**src/hdl/hmpq_pkg.sv**
```systemverilog
// shared types and constants of the max heap priority queue
package hmpq_pkg;

    // default number of stored values
    localparam int CAPACITY = 128;

    // data and field widths
    localparam int DATA_W  = 32;
    localparam int COUNT_W = 8;

    // operation codes
    localparam logic FUNC_INSERT = 1'b0;
    localparam logic FUNC_REMOVE = 1'b1;

    // result status codes
    typedef enum logic [1:0] {
        ST_DONE  = 2'd0,
        ST_FULL  = 2'd1,
        ST_EMPTY = 2'd2
    } t_status;

    // command broadcast to every cell
    typedef struct packed {
        logic                     ins;
        logic                     rem;
        logic signed [DATA_W-1:0] value;
    } t_cell_cmd;

    // what a cell shows its neighbors
    typedef struct packed {
        logic                     valid;
        logic                     take;
        logic signed [DATA_W-1:0] value;
    } t_cell_link;

endpackage

```
**src/hdl/hmpq_cell.sv**
```systemverilog
// one slot of the sorted cell chain, largest value at the head
module hmpq_cell (
    input  logic                  i_clk,
    input  logic                  i_rst_n,
    input  hmpq_pkg::t_cell_cmd   i_cmd,
    input  hmpq_pkg::t_cell_link  i_left,
    input  hmpq_pkg::t_cell_link  i_right,
    output hmpq_pkg::t_cell_link  o_link
);

    logic                              r_valid;
    logic signed [hmpq_pkg::DATA_W-1:0] r_value;
    logic                              n_valid;
    logic signed [hmpq_pkg::DATA_W-1:0] n_value;
    logic                              w_take;

    // new word belongs here or further up the chain
    assign w_take = !r_valid || (i_cmd.value > r_value);

    // insert shifts toward the tail, remove shifts toward the head
    always_comb begin
        n_valid = r_valid;
        n_value = r_value;
        if (i_cmd.ins) begin
            if (i_left.take) begin
                n_valid = i_left.valid;
                n_value = i_left.value;
            end else if (w_take) begin
                n_valid = 1'b1;
                n_value = i_cmd.value;
            end
        end else if (i_cmd.rem) begin
            n_valid = i_right.valid;
            n_value = i_right.value;
        end
    end

    // occupancy flag
    always_ff @(posedge i_clk) begin
        if (!i_rst_n) begin
            r_valid <= 1'b0;
        end else begin
            r_valid <= n_valid;
        end
    end

    // stored value
    always_ff @(posedge i_clk) begin
        r_value <= n_value;
    end

    assign o_link.valid = r_valid;
    assign o_link.take  = w_take;
    assign o_link.value = r_value;

endmodule

```
**config.mk**
```make
export PLATFORM = sky130hd
export DESIGN_NAME = hmpq_cell
export DESIGN_NICKNAME = d
export VERILOG_FILES = /design/src/hdl/hmpq_pkg.sv /design/src/hdl/hmpq_cell.sv
export SDC_FILE = /design/constraint.sdc
export NUM_CORES = 1
export LEC_CHECK = 0
export BUFFER_PORTS_ARGS = -buffer_cell sky130_fd_sc_hd__buf_2
export CAP_MARGIN = 20
export CORE_ASPECT_RATIO = 1.1
export CORE_UTILIZATION = 49
export CTS_CLUSTER_SIZE = 20
export DETAILED_ROUTE_END_ITERATION = 8
export GPL_ROUTABILITY_DRIVEN = 0
export GPL_TIMING_DRIVEN = 0
export PLACE_DENSITY = 0.87
export SLEW_MARGIN = 30
export SYNTH_ARGS = -nofsm -noshare
export SYNTH_HDL_FRONTEND = slang
export SYNTH_SLANG_ARGS = --single-unit
```
**constraint.sdc**
```tcl
create_clock -name i_clk -period 10.9 [get_ports i_clk]
set_clock_uncertainty 0.1 [all_clocks]
set_input_delay 0 -clock i_clk [delete_from_list [all_inputs] [get_ports i_clk]]
set_output_delay 0 -clock i_clk [all_outputs]
set_load 0.01 [all_outputs]
```
==> impl_metrics.yaml, run 1 <==
sta:
  slew-limit-headroom_pct: 64.06
  fmax_ghz: 0.3586
  rsz0062_at_grt: "no"
  hold_viol_final: 1
  setup_viol: 0
  slew_viol_final: 0
  whs_ns: -0.004386
  worst_pin_slew_ns: 0.5379
  setup_tns_ns: 0
  min_period_ns: 2.789
  period_share_pct: 25.59
clocking:
  cts_htree_levels: 2
  cts_tree: "done"
  root_buffer: "clkbuf_8"
  ctsResizeCount: 0
  cts_sinks: 33
  max-clock-path-buffers: 2
  hold_buffers: 45
  clkLatencyLatePin_ns: 0.29
  clk_pin_slew_ns: 0.07
  post-cts-setup-buffers: 0
  cts_buffers: 5
synthesis:
  synth_top_area_share_pct: 37.98
  yosysTopAreaCell: "edfxtp_1"
  synth-edff-count: 32
  synth_warnings: 0
  ys_types: 33
  yosysSeqAreaShare_pct: 38.77
  yosys_register_bits: 33
  synth_fp_nets: 403
  syn_inst: 267
  synthTopCellsByCount: "a21oi_1 (45), nor2_1 (36), inv_1 (33)"
  async_reset_ff_share_pct: 0
  synth_ff_type: "edfxtp_1"
  synthTopCellsByArea: "edfxtp_1 (38%), ha_1 (16%), mux2i_1 (13%)"
  synth_area_per_cell_um2: 9.475
  yosysMostFrequentCell: "a21oi_1"
  netlist_area_um2: 2530
finish:
  nNetsFinal: 590
  areaGrowthSynthToFinish_pct: 52.72
  stdcell_count: 513
  drive_gt1_share_pct: 33.85
  n_antenna_cell: 0
  finish.utilization_pct: 77.28
  fillers: 347
critical_path:
  crit_start: "r_value[25]"
  cp.required_ns: 10.80
  crit_path_end: "r_value[17]"
  ff2ff_setup_slack_ns: 8.11
  cp.arrival_ns: 2.69
  r2r_start: "r_value[25]"
  worstPathMaxFanout: 19
  crit_type: "reg2reg"
  endpoint_kind: "flip-flop"
  r2r-end: "r_value[17]"
  startpoint_type: "flip-flop"
  worstRegToRegCells: 9
floorplan:
  num_rows: 27
  start_util_pct: 50.60
  die_x_um: 70.51
  die-area_um2: 5455
  io_pins: 138
  die_y_um: 77.36
  placeableCoreArea_um2: 5000
drt:
  drt-initial-drc-count: 113
  drtAntennaViolNets: 0
  post_drt_via_cell_ratio: 5.370
  drc: 15
  routedWlPerCell_um: 15.31
  drt-pass1-iter-count: 6
  dr_total_vias: 2755
  wl_um: 7852
power_and_ir_drop:
  peakVddDrop_mv: 0.06078
  pwr-share-seq_pct: 40.5
  combPwrFrac_pct: 33.6
  switchingPower_uw: 120.9
  swShare_pct: 30.22
  p_int_uw: 279.2
  p_leak_uw: 0.001971
  power_uw: 400.2
  p_clk_share_pct: 25.9
  powerDensity_nw_per_um2: 103.6
placed_design:
  placed_cells: 460
  portBuffers: 134
  detailed_place_hpwl_um: 5272
global_route:
  grt_pass1_vias: 2904
  grt_overflow: 0
  track_usage_pct: 29.42
  grt_pass1_wl_um: 12510
  antenna_found_initial: 0
  grt_max_degree: 20
run_status:
  violations: "DRC, hold timing"
  status: "complete, but fails checks"
flow_run:
  maxCapViolations: 0
hold_path:
  holdCritPathClass: "in2reg"
  worstHoldStart: "i_left[12]"
worst min path at each step:
| stage | to | cells after the start |
|---|---|---|
| finish | r_value[12] | 3 |
| global route | r_value[12] | 3 |
| floorplan | r_valid | 1 |
| detailed placement | r_valid | 2 |
| CTS | r_value[12] | 3 |
| global placement | r_valid | 2 |
power groups by stage:
stage / logic, uW / registers [uW] / clock network (uW)
2_1_floorplan: 58.5 / 171 / 0
3_3_place_gp: 109 / 165 / 0
3_5_place_dp: 116 / 164 / 0
4_1_cts: 131 / 162 / 104
5_1_grt: 148 / 163 / 111
6_report: 135 / 162 / 104
critical path, cell delays in order (launching register included):
cell      delay, ns
edfxtp_1       0.38
inv_1          0.07
ha_1           0.24
a21oi_1        0.19
nor2_1         0.07
a211oi_1       0.23
o211ai_1       0.18
a22o_1         0.31
a21oi_4        0.48
buf_16         0.23
state kept, by name (all words and copies together), names as in the netlist:
register / count
r_valid: 1
r_value: 32
per-layer routing:
metal  track usage [%]  up-vias  wire length (um)  share of wire, %
li1                  -     1337                 -                 -
met1             31.74     1267              3076                39
met2             53.79      121              4105                52
met3             5.714       30               371               4.7
met4             15.71        0               298               3.8
met5                 0        -                 0                 0
placed cells by master (no fill, tap or decap), types with 2 or more instances in the layout:
cell | synthesis | final
dlygate4sd3_1 | 0 | 45
clkbuf_8 | 0 | 7
nor2_1 | 36 | 36
edfxtp_1 | 32 | 32
o211ai_1 | 2 | 2
nand3_1 | 3 | 3
clkbuf_1 | 9 | 9
o21ai_1 | 3 | 3
buf_2 | 3 | 137
nor3_1 | 2 | 2
ha_1 | 32 | 32
inv_1 | 33 | 33
a21oi_1 | 45 | 44
nor4_1 | 2 | 2
nand2_1 | 6 | 6
buf_4 | 2 | 2
nand4_1 | 8 | 8
mux2i_1 | 32 | 32
kinds of logic (layout without fill, tap and decap cells):
logic type               count (synthesis)  count (layout)  share of synthesized area [%]
AO/OA/AOI/OAI                           61              61                          14.05
adder cells (fa/ha/maj)                 32              32                          15.83
buffers and inverters                   47             235                          7.418
multiplexers                            33              33                          13.11
AND/OR/NAND/NOR                         61              61                          10.83
flip-flops                              33              33                          38.77
stage by stage:
step / setup WS [ns] / area [um2]
after floorplan: 7.244 / 2530
after global placement: 6.377 / 3273
after detailed placement: 8.150 / 3312
after CTS: 8.137 / 3864
after global routing: 7.929 / 3864
final: 8.111 / 3864
layout make-up:
class | instances | area [um2] | area share [%]
buffer | 14 | 63.81 | 1.652
clock buffer | 7 | 96.34 | 2.494
clock inverter | 1 | 5.005 | 0.1295
inverter | 33 | 123.9 | 3.206
multi-input combinational | 187 | 1373 | 35.52
sequential | 33 | 980.9 | 25.39
tap | 58 | 72.57 | 1.878
timing repair buffer | 180 | 1149 | 29.73
Note: power is estimated with default switching activity, not from simulation.
==> inputs of run 2 (changes only) <==
--- a/config.mk
+++ b/config.mk
@@ -8,12 +8,12 @@
 export BUFFER_PORTS_ARGS = -buffer_cell sky130_fd_sc_hd__buf_2
 export CAP_MARGIN = 20
 export CORE_ASPECT_RATIO = 1.1
-export CORE_UTILIZATION = 49
+export CORE_UTILIZATION = 45
 export CTS_CLUSTER_SIZE = 20
 export DETAILED_ROUTE_END_ITERATION = 8
 export GPL_ROUTABILITY_DRIVEN = 0
 export GPL_TIMING_DRIVEN = 0
-export PLACE_DENSITY = 0.87
+export PLACE_DENSITY = 0.81
 export SLEW_MARGIN = 30
 export SYNTH_ARGS = -nofsm -noshare
 export SYNTH_HDL_FRONTEND = slang
==> constraint.sdc (replaced) <==
create_clock -name i_clk -period 2.61 [get_ports i_clk]
set_clock_uncertainty 0.1 [all_clocks]
set_input_delay 0 -clock i_clk [delete_from_list [all_inputs] [get_ports i_clk]]
set_output_delay 0 -clock i_clk [all_outputs]
set_load 0.01 [all_outputs]
==> run 2 against run 1 <==
Global-route usage fell by 2.7 points. Critical endpoint is now r_value[22]. Combinational power grew to 4.8 times the previous value. The flow now finishes without violations. Largest power group unchanged. Register-to-register slack lost 8.1 ns. Non-clock buffer count increased by 18. Utilization up 0.065 points. Sequential share of layout area decreased by 1.9 points. Largest cell class unchanged. Clock-buffer cell count grew 1. Fmax up 8.5%.
==> impl_metrics.yaml, run 2 (same netlist as run 1, synthesis figures left out) <==
drt:
  dr_total_vias: 2816
  drc: 0
  post_drt_via_cell_ratio: 5.139
  wl_um: 8388
  drt-pass1-iter-count: 4
  drt-initial-drc-count: 76
  routedWlPerCell_um: 15.31
  drtAntennaViolNets: 0
sta:
  setup_viol: 0
  slew_viol_final: 0
  rsz0062_at_grt: "yes"
  worst_pin_slew_ns: 0.5056
  slew-limit-headroom_pct: 66.30
  min_period_ns: 2.570
  setup_tns_ns: 0
  period_share_pct: 98.48
  hold_viol_final: 0
  fmax_ghz: 0.3891
placed_design:
  portBuffers: 134
  postPlaceCellArea_um2: 3333
  detailed_place_hpwl_um: 5401
finish:
  n_antenna_cell: 0
  reg_top3: "r_value (32), r_valid (1)"
  drive_gt1_share_pct: 38.27
  top_register: "r_value"
  stdcell_area_um2: 4173
  final_cell_mix: "buf_2 (137), dlygate4sd3_1 (49), a21oi_1 (43)"
  layout_commonest_cell: "buf_2"
  nNetsFinal: 608
  areaGrowthSynthToFinish_pct: 64.94
  largest_register_ffs: 32
  finish.utilization_pct: 77.34
clocking:
  clkLatencyLatePin_ns: 0.29
  cts_tree: "done"
  cts_htree_levels: 2
  cts_buffers: 5
  clk_pin_slew_ns: 0.07
  cts_sinks: 33
  max-clock-path-buffers: 2
  root_buffer: "clkbuf_8"
critical_path:
  startpoint_type: "flip-flop"
  cp.arrival_ns: 2.52
  crit_type: "reg2reg"
  cp.required_ns: 2.56
  crit_family: "compound AO/OA/AOI/OAI gates"
  slowest_delay_ns: 0.40
  worstPathMaxFanout: 5
  path_cells: "inv_1 -> ha_1 -> a21oi_1 -> o21ai_1 -> a221o_1 -> o31a_1 -> o41ai_4 -> a21oi_4 -> clkbuf_16"
  endpoint_kind: "flip-flop"
  worst-path-buf-inv: 2
  cp_slowest_cell: "edfxtp_1"
global_route:
  grt_pass1_wl_um: 12080
  grt_max_degree: 20
  grt_overflow: 0
  track_usage_pct: 26.70
  grt_pass1_vias: 2789
  antenna_found_initial: 0
floorplan:
  die_y_um: 80.64
  die_x_um: 73.49
  placeableCoreArea_um2: 5395
  start_util_pct: 46.89
  io_pins: 138
  die-area_um2: 5926
  num_rows: 28
hold_path:
  holdCritPathClass: "in2reg"
power_and_ir_drop:
  peakVddDrop_mv: 0.3230
  powerDensity_nw_per_um2: 406.0
  power_uw: 1694
  p_leak_uw: 0.002058
flow_run:
  maxCapViolations: 0
run_status:
  status: "finished clean"
## run 2: changes by cell type in the layout (fill, tap and decap cells not counted), moves of 2 or more
cell and delta:
buf_4 +11, buf_6 +2, clkbuf_1 +3, clkbuf_8 -2
dlygate4sd3_1 +4, ha_1 -8, ha_4 +8, inv_1 -3
inv_2 +3, nor3_1 -2, nor3_2 +2
## run 2: per-layer routing
metal | GRT usage, % | up-vias | routed length [um]
met5 | 0 | - | 0
met4 | 10.00 | 0 | 214
met3 | 4.141 | 22 | 329
met2 | 51.01 | 103 | 4555
met1 | 28.91 | 1319 | 3288
li1 | - | 1372 | -
## run 2: layout make-up
cell class                      instances  area [um2]
Tap cell                               75       93.84
Sequential cell                        33       980.9
Timing Repair Buffer                  198        1311
Buffer                                 14       63.81
Inverter                               33       123.9
Fill cell                             387        1222
Clock buffer                            8       80.08
Multi-Input combinational cell        187        1519
## run 2: path summary, 6_finish.rpt
check / start / to / slack, ns / cells past startpoint
min: i_left[12] / r_value[12] / 0.002 / 3
max: r_value[7] / r_value[22] / 0.04 / 9
min reg2reg: r_valid / r_value[20] / 0.95 / 3
max reg2reg: r_value[7] / r_value[22] / 0.04 / 9
## run 2: where the power goes
part           total, uW  switching [uW]  internal (uW)  leakage, uW
registers            677            27.1            649     0.000326
clock network        375             186            190    0.0000395
logic                642             311            331      0.00169
## run 2: worst min-delay path, delay by kind of cell
| kind | cells | cell delay, ns |
|---|---|---|
| mux | 1 | 0.06 |
| compound gates | 1 | 0.14 |
| buf+inv | 1 | 0.08 |
## run 2: metrics by stage
step	std cells	setup WS (ns)	hold WS, ns
2_1_floorplan	267	0.005238	0.04685
3_3_place_gp	476	-0.3779	0.1567
3_5_place_dp	477	-0.2200	0.1616
4_1_cts	535	0.02674	0.0006778
5_1_grt	548	-0.03651	0.01015
6_report	548	0.03972	0.002108
## run 2: what timing repair did
action,in CTS,in global routing
pin swaps,0,6
setup endpoints to repair,32,33
buffers inserted,1,11
hold endpoints to repair,32,0
hold buffers,49,0
gates resized for setup,0,21
gates cloned,0,2
